## src/rtl/core/wsfe_pkg.sv

```systemverilog
// ----------------------------------------------------------------------------
// wsfe_pkg
// Shared types and constants of the wheel speed frame encoder: frame layout,
// speed coding constants and register indexes.
// ----------------------------------------------------------------------------
package wsfe_pkg;

   // Frame layout
   localparam int FRAME_LEN = 9;
   localparam int CNT_W     = $clog2(FRAME_LEN);

   typedef logic [CNT_W-1:0]             cnt_type;
   typedef logic [7:0]                   byte_type;
   typedef logic [FRAME_LEN-1:0][7:0]    frame_type;

   localparam cnt_type FRAME_LAST = cnt_type'(FRAME_LEN - 1);

   // Speed coding: clamp to +-144 rpm, magnitude = floor(rpm * 200 / 9).
   // The divide by 9 is a multiply by ceil(2^19 / 9) = 58255, folded with 200.
   localparam logic [7:0]  SPD_LIMIT   = 8'd144;
   localparam logic [31:0] SPD_RECIP   = 32'd11651000;
   localparam int          RECIP_SHIFT = 19;
   localparam int          CODE_W      = 12;

   typedef logic [15:0] speed_word_type;

   // Configuration register indexes
   localparam int CSR_IDX_W = 8;
   typedef logic [CSR_IDX_W-1:0] csr_idx_type;

   localparam csr_idx_type CSR_HEADER_FIRST  = csr_idx_type'(0);
   localparam csr_idx_type CSR_HEADER_SECOND = csr_idx_type'(1);

   localparam byte_type HEADER_FIRST_RST  = 8'd2;
   localparam byte_type HEADER_SECOND_RST = 8'd9;
   localparam byte_type MODE_BYTE         = 8'h00;

endpackage

```

## src/rtl/core/wsfe_ifs.sv

```systemverilog
// ----------------------------------------------------------------------------
// wsfe_ifs
// Channel interfaces of the wheel speed frame encoder: speed pair input,
// frame byte output and register write port.
// ----------------------------------------------------------------------------
interface wsfe_req_if;
   logic             valid;
   logic             ready;
   logic signed [8:0] speed_left;
   logic signed [8:0] speed_right;

   modport source (output valid, output speed_left, output speed_right, input ready);
   modport sink   (input valid, input speed_left, input speed_right, output ready);
endinterface

interface wsfe_rsp_if;
   logic       valid;
   logic       ready;
   logic [7:0] frame_byte;
   logic       frame_end;

   modport source (output valid, output frame_byte, output frame_end, input ready);
   modport sink   (input valid, input frame_byte, input frame_end, output ready);
endinterface

interface wsfe_csr_if;
   logic       valid;
   logic       ready;
   logic [7:0] index;
   logic [7:0] data;

   modport source (output valid, output index, output data, input ready);
   modport sink   (input valid, input index, input data, output ready);
endinterface

```

## src/rtl/core/wsfe_csr_regs.sv

```systemverilog
// ----------------------------------------------------------------------------
// wsfe_csr_regs
// Header byte registers, written through the register write channel.
// Writes to an index beyond the register list are taken and dropped.
// ----------------------------------------------------------------------------
module wsfe_csr_regs
   import wsfe_pkg::*;
(
   input  logic       clock,
   input  logic       reset,
   wsfe_csr_if.sink   csr_bus,
   output byte_type   hdr_first,
   output byte_type   hdr_second
);

   byte_type hdr_first_ff,  hdr_first_in;
   byte_type hdr_second_ff, hdr_second_in;
   logic     wr_beat;

   // Always ready: every write is taken and registered
   assign csr_bus.ready = 1'b1;
   assign wr_beat       = csr_bus.valid && csr_bus.ready;

   // Decode the register index
   always_comb begin
      hdr_first_in  = hdr_first_ff;
      hdr_second_in = hdr_second_ff;
      if (wr_beat) begin
         case (csr_idx_type'(csr_bus.index))
            CSR_HEADER_FIRST:  hdr_first_in  = csr_bus.data;
            CSR_HEADER_SECOND: hdr_second_in = csr_bus.data;
            default: ;
         endcase
      end
   end

   always_ff @(posedge clock) begin
      if (reset) begin
         hdr_first_ff  <= HEADER_FIRST_RST;
         hdr_second_ff <= HEADER_SECOND_RST;
      end else begin
         hdr_first_ff  <= hdr_first_in;
         hdr_second_ff <= hdr_second_in;
      end
   end

   assign hdr_first  = hdr_first_ff;
   assign hdr_second = hdr_second_ff;

endmodule

```

## src/rtl/core/wsfe_speed_code.sv

```systemverilog
// ----------------------------------------------------------------------------
// wsfe_speed_code
// Turns one signed rpm value into the 16-bit sign-magnitude speed word:
// clamp to +-144, scale by 3200/144 with truncation, sign in bit 15.
// ----------------------------------------------------------------------------
module wsfe_speed_code
   import wsfe_pkg::*;
(
   input  logic signed [8:0] speed,
   output speed_word_type    word
);

   logic              neg;
   logic [8:0]        mag_raw;
   logic [7:0]        mag_sat;
   logic [31:0]       prod;
   logic [CODE_W-1:0] code;

   // Take the magnitude; -256 comes out as 256 in nine unsigned bits
   assign neg     = speed[8];
   assign mag_raw = neg ? 9'(-speed) : 9'(speed);

   // Saturate at the speed limit
   assign mag_sat = (mag_raw > 9'(SPD_LIMIT)) ? SPD_LIMIT : mag_raw[7:0];

   // Scale by multiply with the folded reciprocal, exact over 0..144
   assign prod = 32'(mag_sat) * SPD_RECIP;
   assign code = prod[RECIP_SHIFT +: CODE_W];

   assign word = {neg, 3'b000, code};

endmodule

```

## src/rtl/core/wsfe_frame_build.sv

```systemverilog
// ----------------------------------------------------------------------------
// wsfe_frame_build
// Input register for the speed pair and the logic that assembles the nine
// frame bytes, checksum included, for hand-off to the serializer.
// ----------------------------------------------------------------------------
module wsfe_frame_build
   import wsfe_pkg::*;
(
   input  logic       clock,
   input  logic       reset,
   wsfe_req_if.sink   req_bus,
   input  byte_type   hdr_first,
   input  byte_type   hdr_second,
   output frame_type  frame,
   output logic       frame_valid,
   input  logic       frame_ready
);

   logic              in_vld_ff, in_vld_in;
   logic signed [8:0] spd_l_ff, spd_l_in;
   logic signed [8:0] spd_r_ff, spd_r_in;
   logic              req_beat;
   speed_word_type    word_l, word_r;
   byte_type          csum;

   // Take a new beat when the register is empty or drains this cycle
   assign req_bus.ready = !in_vld_ff || frame_ready;
   assign req_beat      = req_bus.valid && req_bus.ready;

   always_comb begin
      in_vld_in = in_vld_ff;
      spd_l_in  = spd_l_ff;
      spd_r_in  = spd_r_ff;
      if (req_beat) begin
         in_vld_in = 1'b1;
         spd_l_in  = req_bus.speed_left;
         spd_r_in  = req_bus.speed_right;
      end else if (frame_ready) begin
         in_vld_in = 1'b0;
      end
   end

   always_ff @(posedge clock) begin
      if (reset) begin
         in_vld_ff <= 1'b0;
      end else begin
         in_vld_ff <= in_vld_in;
      end
   end

   always_ff @(posedge clock) begin
      spd_l_ff <= spd_l_in;
      spd_r_ff <= spd_r_in;
   end

   // Code both motor speeds
   wsfe_speed_code u_code_l (
      .speed (spd_l_ff),
      .word  (word_l)
   );

   wsfe_speed_code u_code_r (
      .speed (spd_r_ff),
      .word  (word_r)
   );

   // Checksum over the first eight bytes, modulo 256
   assign csum = hdr_first + hdr_second + word_l[15:8] + word_l[7:0]
               + word_r[15:8] + word_r[7:0] + MODE_BYTE + MODE_BYTE;

   // Byte 0 goes out first
   always_comb begin
      frame[0] = hdr_first;
      frame[1] = hdr_second;
      frame[2] = word_l[15:8];
      frame[3] = word_l[7:0];
      frame[4] = word_r[15:8];
      frame[5] = word_r[7:0];
      frame[6] = MODE_BYTE;
      frame[7] = MODE_BYTE;
      frame[8] = csum;
   end

   assign frame_valid = in_vld_ff;

   // A held speed pair stays put until the serializer takes it
   a_hold_pair: assert property (@(posedge clock) disable iff (reset)
      (in_vld_ff && !frame_ready) |=> (in_vld_ff && $stable(spd_l_ff) && $stable(spd_r_ff)))
      else $error("speed pair changed while waiting for the serializer");

endmodule

```

## src/rtl/core/wsfe_frame_serial.sv

```systemverilog
// ----------------------------------------------------------------------------
// wsfe_frame_serial
// Frame register that shifts the nine bytes out one beat at a time and
// flags the checksum byte as the end of the frame.
// ----------------------------------------------------------------------------
module wsfe_frame_serial
   import wsfe_pkg::*;
(
   input  logic       clock,
   input  logic       reset,
   input  frame_type  frame,
   input  logic       frame_valid,
   output logic       frame_ready,
   wsfe_rsp_if.source rsp_bus
);

   logic      frm_vld_ff, frm_vld_in;
   frame_type frm_ff, frm_in;
   cnt_type   cnt_ff, cnt_in;
   logic      rsp_beat;
   logic      last_beat;

   assign rsp_beat  = rsp_bus.valid && rsp_bus.ready;
   assign last_beat = rsp_beat && (cnt_ff == FRAME_LAST);

   // Load a new frame when empty or when the checksum byte leaves
   assign frame_ready = !frm_vld_ff || last_beat;

   always_comb begin
      frm_vld_in = frm_vld_ff;
      frm_in     = frm_ff;
      cnt_in     = cnt_ff;
      if (frame_ready) begin
         frm_vld_in = frame_valid;
         frm_in     = frame;
         cnt_in     = '0;
      end else if (rsp_beat) begin
         frm_in     = frm_ff >> 8;
         cnt_in     = cnt_ff + cnt_type'(1);
      end
   end

   always_ff @(posedge clock) begin
      if (reset) begin
         frm_vld_ff <= 1'b0;
         cnt_ff     <= '0;
      end else begin
         frm_vld_ff <= frm_vld_in;
         cnt_ff     <= cnt_in;
      end
   end

   always_ff @(posedge clock) begin
      frm_ff <= frm_in;
   end

   assign rsp_bus.valid      = frm_vld_ff;
   assign rsp_bus.frame_byte = frm_ff[0];
   assign rsp_bus.frame_end  = (cnt_ff == FRAME_LAST);

   // Byte count never runs past the checksum byte
   a_cnt_range: assert property (@(posedge clock) disable iff (reset)
      frm_vld_ff |-> (cnt_ff <= FRAME_LAST))
      else $error("byte count beyond frame length");

   // After the end byte is taken the next frame starts at byte 0
   a_end_restart: assert property (@(posedge clock) disable iff (reset)
      (rsp_bus.valid && rsp_bus.ready && rsp_bus.frame_end) |=> (cnt_ff == '0))
      else $error("frame did not restart after end byte");

   // An empty frame register sits at byte 0
   a_idle_zero: assert property (@(posedge clock) disable iff (reset)
      !frm_vld_ff |-> (cnt_ff == '0))
      else $error("byte count nonzero with no frame");

endmodule

```

## src/rtl/core/wheel_speed_frame_encoder_unit.sv

```systemverilog
// ----------------------------------------------------------------------------
// wheel_speed_frame_encoder_unit
// Turns a pair of signed wheel speeds into a nine-byte speed frame.
// ----------------------------------------------------------------------------
// Each accepted speed pair (rpm, clamped to +-144) yields nine frame bytes on
// the result channel, one per beat: two header bytes, motor 1 word high/low,
// motor 2 word high/low, two zero mode bytes and an 8-bit sum checksum, which
// carries frame_end. The frame register sends one byte per cycle while the result
// channel is ready; a pair passes the input register and then the frame register
// before its first byte is on the result channel. The next pair is taken while
// the current frame is still going out, so frames follow each other with no gap.
// Header bytes are written through the register channel, one write per cycle;
// the user must write them only while no frame is in flight, which the block
// itself does not enforce.
// ----------------------------------------------------------------------------
module wheel_speed_frame_encoder_unit
   import wsfe_pkg::*;
(
   input  logic       clock,
   input  logic       reset,
   wsfe_req_if.sink   req_bus,
   wsfe_rsp_if.source rsp_bus,
   wsfe_csr_if.sink   csr_bus
);

   byte_type  hdr_first;
   byte_type  hdr_second;
   frame_type frame;
   logic      frame_valid;
   logic      frame_ready;

   // Header registers
   wsfe_csr_regs u_csr (
      .clock      (clock),
      .reset      (reset),
      .csr_bus    (csr_bus),
      .hdr_first  (hdr_first),
      .hdr_second (hdr_second)
   );

   // Input register and frame assembly
   wsfe_frame_build u_build (
      .clock       (clock),
      .reset       (reset),
      .req_bus     (req_bus),
      .hdr_first   (hdr_first),
      .hdr_second  (hdr_second),
      .frame       (frame),
      .frame_valid (frame_valid),
      .frame_ready (frame_ready)
   );

   // Byte serializer
   wsfe_frame_serial u_serial (
      .clock       (clock),
      .reset       (reset),
      .frame       (frame),
      .frame_valid (frame_valid),
      .frame_ready (frame_ready),
      .rsp_bus     (rsp_bus)
   );

endmodule

```

## src/flat_wrapper.sv

```systemverilog
// flat-port wrapper written by rule: the top's interface ports become plain ports
module wheel_speed_frame_encoder_unit_flat import wsfe_pkg::*;
  (clock, reset, req_bus_valid, req_bus_speed_left, req_bus_speed_right, req_bus_ready, rsp_bus_valid, rsp_bus_frame_byte, rsp_bus_frame_end, rsp_bus_ready, csr_bus_valid, csr_bus_index, csr_bus_data, csr_bus_ready);
  wsfe_req_if req_bus_i ();
  wsfe_rsp_if rsp_bus_i ();
  wsfe_csr_if csr_bus_i ();
  input  logic clock;
  input  logic reset;
  input wire logic [$bits(req_bus_i.valid)-1:0] req_bus_valid;
  input wire logic [$bits(req_bus_i.speed_left)-1:0] req_bus_speed_left;
  input wire logic [$bits(req_bus_i.speed_right)-1:0] req_bus_speed_right;
  output wire logic [$bits(req_bus_i.ready)-1:0] req_bus_ready;
  output wire logic [$bits(rsp_bus_i.valid)-1:0] rsp_bus_valid;
  output wire logic [$bits(rsp_bus_i.frame_byte)-1:0] rsp_bus_frame_byte;
  output wire logic [$bits(rsp_bus_i.frame_end)-1:0] rsp_bus_frame_end;
  input wire logic [$bits(rsp_bus_i.ready)-1:0] rsp_bus_ready;
  input wire logic [$bits(csr_bus_i.valid)-1:0] csr_bus_valid;
  input wire logic [$bits(csr_bus_i.index)-1:0] csr_bus_index;
  input wire logic [$bits(csr_bus_i.data)-1:0] csr_bus_data;
  output wire logic [$bits(csr_bus_i.ready)-1:0] csr_bus_ready;
  assign req_bus_i.valid = req_bus_valid;
  assign req_bus_i.speed_left = req_bus_speed_left;
  assign req_bus_i.speed_right = req_bus_speed_right;
  assign req_bus_ready = req_bus_i.ready;
  assign rsp_bus_valid = rsp_bus_i.valid;
  assign rsp_bus_frame_byte = rsp_bus_i.frame_byte;
  assign rsp_bus_frame_end = rsp_bus_i.frame_end;
  assign rsp_bus_i.ready = rsp_bus_ready;
  assign csr_bus_i.valid = csr_bus_valid;
  assign csr_bus_i.index = csr_bus_index;
  assign csr_bus_i.data = csr_bus_data;
  assign csr_bus_ready = csr_bus_i.ready;
  wheel_speed_frame_encoder_unit u_core (.clock(clock), .reset(reset), .req_bus(req_bus_i), .rsp_bus(rsp_bus_i), .csr_bus(csr_bus_i));
endmodule
```

## config.mk

```make
export PLATFORM = sky130hd
export DESIGN_NAME = wheel_speed_frame_encoder_unit_flat
export DESIGN_NICKNAME = d
export VERILOG_FILES = /design/src/rtl/core/wsfe_pkg.sv /design/src/rtl/core/wsfe_ifs.sv /design/src/rtl/core/wsfe_csr_regs.sv /design/src/rtl/core/wsfe_speed_code.sv /design/src/rtl/core/wsfe_frame_build.sv /design/src/rtl/core/wsfe_frame_serial.sv /design/src/rtl/core/wheel_speed_frame_encoder_unit.sv /design/src/flat_wrapper.sv
export SDC_FILE = /design/constraint.sdc
export NUM_CORES = 1
export LEC_CHECK = 0
export CAP_MARGIN = 40
export CORE_UTILIZATION = 55
export DETAILED_ROUTE_END_ITERATION = 8
export DONT_BUFFER_PORTS = 1
export PLACE_DENSITY = 0.72
export SYNTH_ARGS = -nofsm -noshare
export SYNTH_HDL_FRONTEND = slang
export SYNTH_SLANG_ARGS = --single-unit
```

## constraint.sdc

```tcl
create_clock -name clock -period 8.59 [get_ports clock]
set_input_delay 0.859 -clock clock [delete_from_list [all_inputs] [get_ports clock]]
set_output_delay 0.859 -clock clock [all_outputs]
set_load 0.05 [all_outputs]
```

# After elaboration in Yosys (flattened, before gate mapping)
# Cells that the tools add are included.
classes:
  add_sub_neg: 8
  multipliers: 2
  order_cmp: 2
  eq_ne: 2
  muxes: 8
  reduce_logical: 13
op_table:
  columns: ["op", "n"]
  rows:
  - ["2-to-1 mux 72 bit", 2]
  - ["multiplier 8 x 21 -> 28 bit (second input constant)", 2]
  - ["adder 8 bit", 5]
  - ["> comparator 9 x 8 -> 1 bit (second input constant)", 2]
  - ["2-to-1 mux 9 bit", 2]
  - ["negator 9 bit", 2]
  - ["2-to-1 mux 8 bit", 2]
  - ["equality test 8 x 1 -> 1 bit (second input constant)", 1]
  - ["logical NOT 8 bit", 1]
  - ["adder 4 x 1 -> 4 bit (second input constant)", 1]
  - ["equality test 4 bit (second input constant)", 1]
  - ["AND reduction 2 bit", 2]
  - ["nonzero test 2 bit", 2]
  - ["logical AND 1 bit", 3]
  - ["logical NOT 1 bit", 2]
  - ["logical OR 1 bit", 2]
  - ["2-to-1 mux 1 bit", 2]
  - ["OR reduction 2 bit", 1]
word_totals:
  regBits: 112
  in_bits: 39
  elab_cells: 53

# Depth between registers and ports, before layout
logic_depth:
  word_depth: 10
  ltp_mapped: 40

# Hierarchy
# From an unflattened synthesis, not the netlist that was laid out.
unflattened:
  cells_unflattened: 1108
  hier_area_um2: 11971.5
by_module_without_submodules:
  columns: ["mod", "n_inst", "cells_each", "area_per_inst_um2"]
  rows:
  - ["wsfe_frame_serial", 1, 194, 3597.2]
  - ["wsfe_speed_code at u_core.u_build.u_code_l", 1, 343, 2972.9]
  - ["wsfe_speed_code at u_core.u_build.u_code_r", 1, 321, 2786.4]
  - ["wsfe_frame_build", 1, 176, 1861.8]
  - ["wsfe_csr_regs", 1, 74, 753.2]

# Worst setup path before layout
# No wires, ideal clock.
synth_timing:
  path_kind: "reg2reg"
  from: "register u_core.u_build.spd_l_ff[0]"
  to: "register u_core.u_serial.frm_ff[71] in the netlist's numbering (data pin)"
  setup_time_ns: 0.265
  arrival_time_ns: 8.950
  required_time_ns: 8.325
  path_slack_ns: -0.625
  path_stages_with_launch: 39
  n_path_buf: 1
  synth_period_minus_slack_ns: 9.215
  path_cell_list: "edfxtp_1 -> inv_1 -> ha_1 -> nand3_1 -> nand2_1 -> xor2_1 -> nand2_1 -> o21ai_0 -> o41ai_1 -> clkbuf_1 -> or2_2 -> fa_1 -> inv_1 -> fa_1 -> fa_1 -> inv_1 -> fa_1 -> inv_1 -> [... 3 more ...] -> a21boi_1 -> o31ai_1 -> a21boi_1 -> or3_1 -> and2_1 -> fa_1 -> fa_1 -> inv_1 -> fa_1 -> inv_1 -> ha_1 -> a21o_1 -> a21oi_1 -> o21bai_1 -> a21oi_1 -> xnor2_1 -> xnor3_1 -> nor2_1"
synth_lines:
  columns: ["element", "line", "rtl"]
  rows:
  - ["start, declared", "wsfe_frame_build.sv:20", "logic signed [8:0] spd_l_ff, spd_l_in;"]
  - ["start signal, assigned", "wsfe_frame_build.sv:52", "spd_l_ff <= spd_l_in;"]
  - ["end signal, assigned", "wsfe_frame_serial.sv:54", "frm_ff <= frm_in;"]
  - ["end, declared", "wsfe_frame_serial.sv:18", "frame_type frm_ff, frm_in;"]

==> metrics.csv <==
metric,value,unit
Area after DPL,11800,um^2
crit share post-route,106,%
post-layout util,68.2,%
Post-DRT Antenna Nets,0,
DR vias,7566,
cts hold-fix bufs,0,
syn_nets,1312,
Num CTS Buffers,9,
register area share after synthesis,28.0,%
post-route cell area,12500,um^2
final global-route overflow total,0,
final wirelength,23.7,mm
"commonest non-fill, non-tap cell in the layout",inv_1,
worst-margin pin slew,0.866,ns
Clock Tree Buf Depth,2,
RD Place Congestion,0.906,
status,finished with violations,
Core Box Area,18300,um^2
cell family contributing the most delay on the critical path,adder cells,
# diodes,0,
vias per inst,5.37,
Worst slew margin,42.1,%
"Avg Cell Area, Syn",10.2,um^2
fmax,109,MHz
largest net degree at the start of global routing,51,
#FFs+latches synth,112,
I/O pin count,51,
Crit path required time,8.81,ns
die footprint,19500,um^2
fin cells,1408,
leading area contributor after synthesis,fa_1,
Detail Placement HPWL,18.7,mm
Initial Util,57.1,%
slowest CP cell,fa_1,
Setup WS post-layout,-0.544,ns
most frequent cells in the layout,"inv_1 (174), buf_4 (167), ha_1 (141), fa_1 (99), nand2_1 (82)",
Yosys cell types,67,
wire length per cell,16.8,um
initial antenna violation count,0,
Worst EP arrival,9.35,ns
total track usage,25.9,%
worst hold path type,flop to flop,
Max-cap violations,0,
die outline height,140,um
RSZ-0062 raised after global routing,true,
Clock Skew,0.0107,ns
asr flop ratio synth,0,%
critical path's most frequent cell,fa_1,
Worst path max stage delay,0.57,ns
clk_lat worst skew,0.37,ns
fin. max-slew vios,0,
CP startpoint kind,flop,
Buffers on Ports,0,
drt initial violations,363,
Yosys top cell area share,19.6,%
row count,49,
Synth Flop Type,edfxtp_1,
"CTS clk-pin slew, worst paths",0.09,ns
CTS tree,done,
placed cell count,1371,
Tmin final,9.13,ns
Crit Path Max Fanout,4,
vias in the first global route,8131,
CP Class,flop to flop,
global-route wire length before repair,39.5,mm
Hold Fails Final Rpt,0,
Yosys warnings,0,
Detailed Routing Iterations Pass 1,6,
Post-synth EDFFs,68,
buffers and inverters on the worst path,6,
clk sinks,112,
htree depth,3,
"Setup violations, final",5,
die width,140,um
DRC,0,
Crit. End Element,flop,
largest cells by area after synthesis,"fa_1 (20%), edfxtp_1 (20%), ha_1 (18%), dfxtp_1 (8.5%), inv_1 (6.6%)",
Post-Syn Area,10400,um^2
Mapped Cells,1025,
failing checks,setup timing,
Post-layout nets,1461,
share of layout cells above drive strength 1,22.4,%
root buf cell,clkbuf_16,
synthesis-to-finish area growth,19.5,%
## area by class of cell
| cell class | count | area [um^2] |
|---|---|---|
| multi-input combinational | 696 | 6910 |
| fill | 1354 | 5810 |
| sequential | 112 | 2920 |
| timing repair buffer | 172 | 1330 |
| inverter | 183 | 689 |
| tap | 229 | 287 |
| clock buffer | 9 | 225 |
| clock inverter | 7 | 91.3 |
## kinds of logic (layout without fill, tap and decap cells)
family	count (synthesis)	count (layout)	share of synthesized area [%]
other	1	1	0.0360
buffers and inverters	217	371	8.22
and+or+nand+nor	216	216	9.70
AOI/OAI and AO/OA	166	166	11.0
DFF	112	112	28.0
xor gates and xnor gates	48	48	4.24
muxes	17	17	1.63
adders and majority gates	248	248	37.1
## worst min-delay path: stages, from the launching register on
cell and delay [ns]:
dfxtp_1 0.31, nand2_1 0.06, a21oi_1 0.05
## cells in the mapped netlist (8+ instances only)
library cell  number
dfxtp_1           44
ha_1             146
nor2_1            59
buf_4              9
or2_2              8
xor2_1            19
o21ai_0           22
nand2_1           83
clkbuf_1          22
edfxtp_1          68
fa_1             102
xnor2_1           27
a22o_1            29
a21oi_1           53
and2_1            11
a21o_1             9
nor3_1            10
inv_1            182
mux2i_1           17
## metal layers
metal	track usage (%)	vias to the layer above	wire length (um)	share of wire [%]
met2	44.9	189	11700	49
met1	32.9	3631	10300	44
met5	0	-	0	0
met3	4.27	43	1120	4.7
met4	8.79	0	578	2.4
li1	-	3703	-	-
## final timing paths
kind | end | slack [ns] | depth (start not counted) | start
max reg2reg | u_core.u_serial.frm_ff[71]$_DFFE_PP_ | -0.54 | 37 | u_core.u_build.spd_l_ff[1]$_DFFE_PP_
min | u_core.u_serial.frm_ff[48]$_SDFFE_PN0P_ | 0.45 | 2 | u_core.u_serial.frm_ff[56]$_SDFFE_PN0P_
max | u_core.u_serial.frm_ff[71]$_DFFE_PP_ | -0.54 | 37 | u_core.u_build.spd_l_ff[1]$_DFFE_PP_
min reg2reg | u_core.u_serial.frm_ff[48]$_SDFFE_PN0P_ | 0.45 | 2 | u_core.u_serial.frm_ff[56]$_SDFFE_PN0P_
## sequential cells by signal (all words and copies together) (netlist names)
register                            cells
u_core.u_csr.hdr_second                 8
u_core.u_build.frame_valid              1
u_core.u_csr.hdr_first                  8
u_core.u_build.spd_r_ff                 9
u_core.u_serial.rsp_bus.valid           1
u_core.u_serial.cnt_ff                  4
u_core.u_serial.frm_ff                 64
u_core.u_build.spd_l_ff                 9
u_core.u_serial.rsp_bus.frame_byte      8
## stage by stage
stage | worst slack [ns] | hold WS [ns] | TNS, ns
after floorplan | -0.394 | 0.432 | -0.715
after global placement | -0.558 | 0.439 | -1.83
after detailed placement | -0.646 | 0.446 | -2.02
after CTS | -0.467 | 0.450 | -1.00
after global routing | -0.954 | 0.463 | -3.41
final | -0.544 | 0.453 | -1.53
## what timing repair did
item | in CTS | in global routing
setup endpoints to repair | 5 | 6
setup buffers | 19 | 3
pin swaps | 53 | 13
gates resized for setup | 29 | 25
hold endpoints to repair | 0 | 0
Power is not shown: default switching activity piles up to over one toggle a cycle in this logic, so the estimate is an artifact.
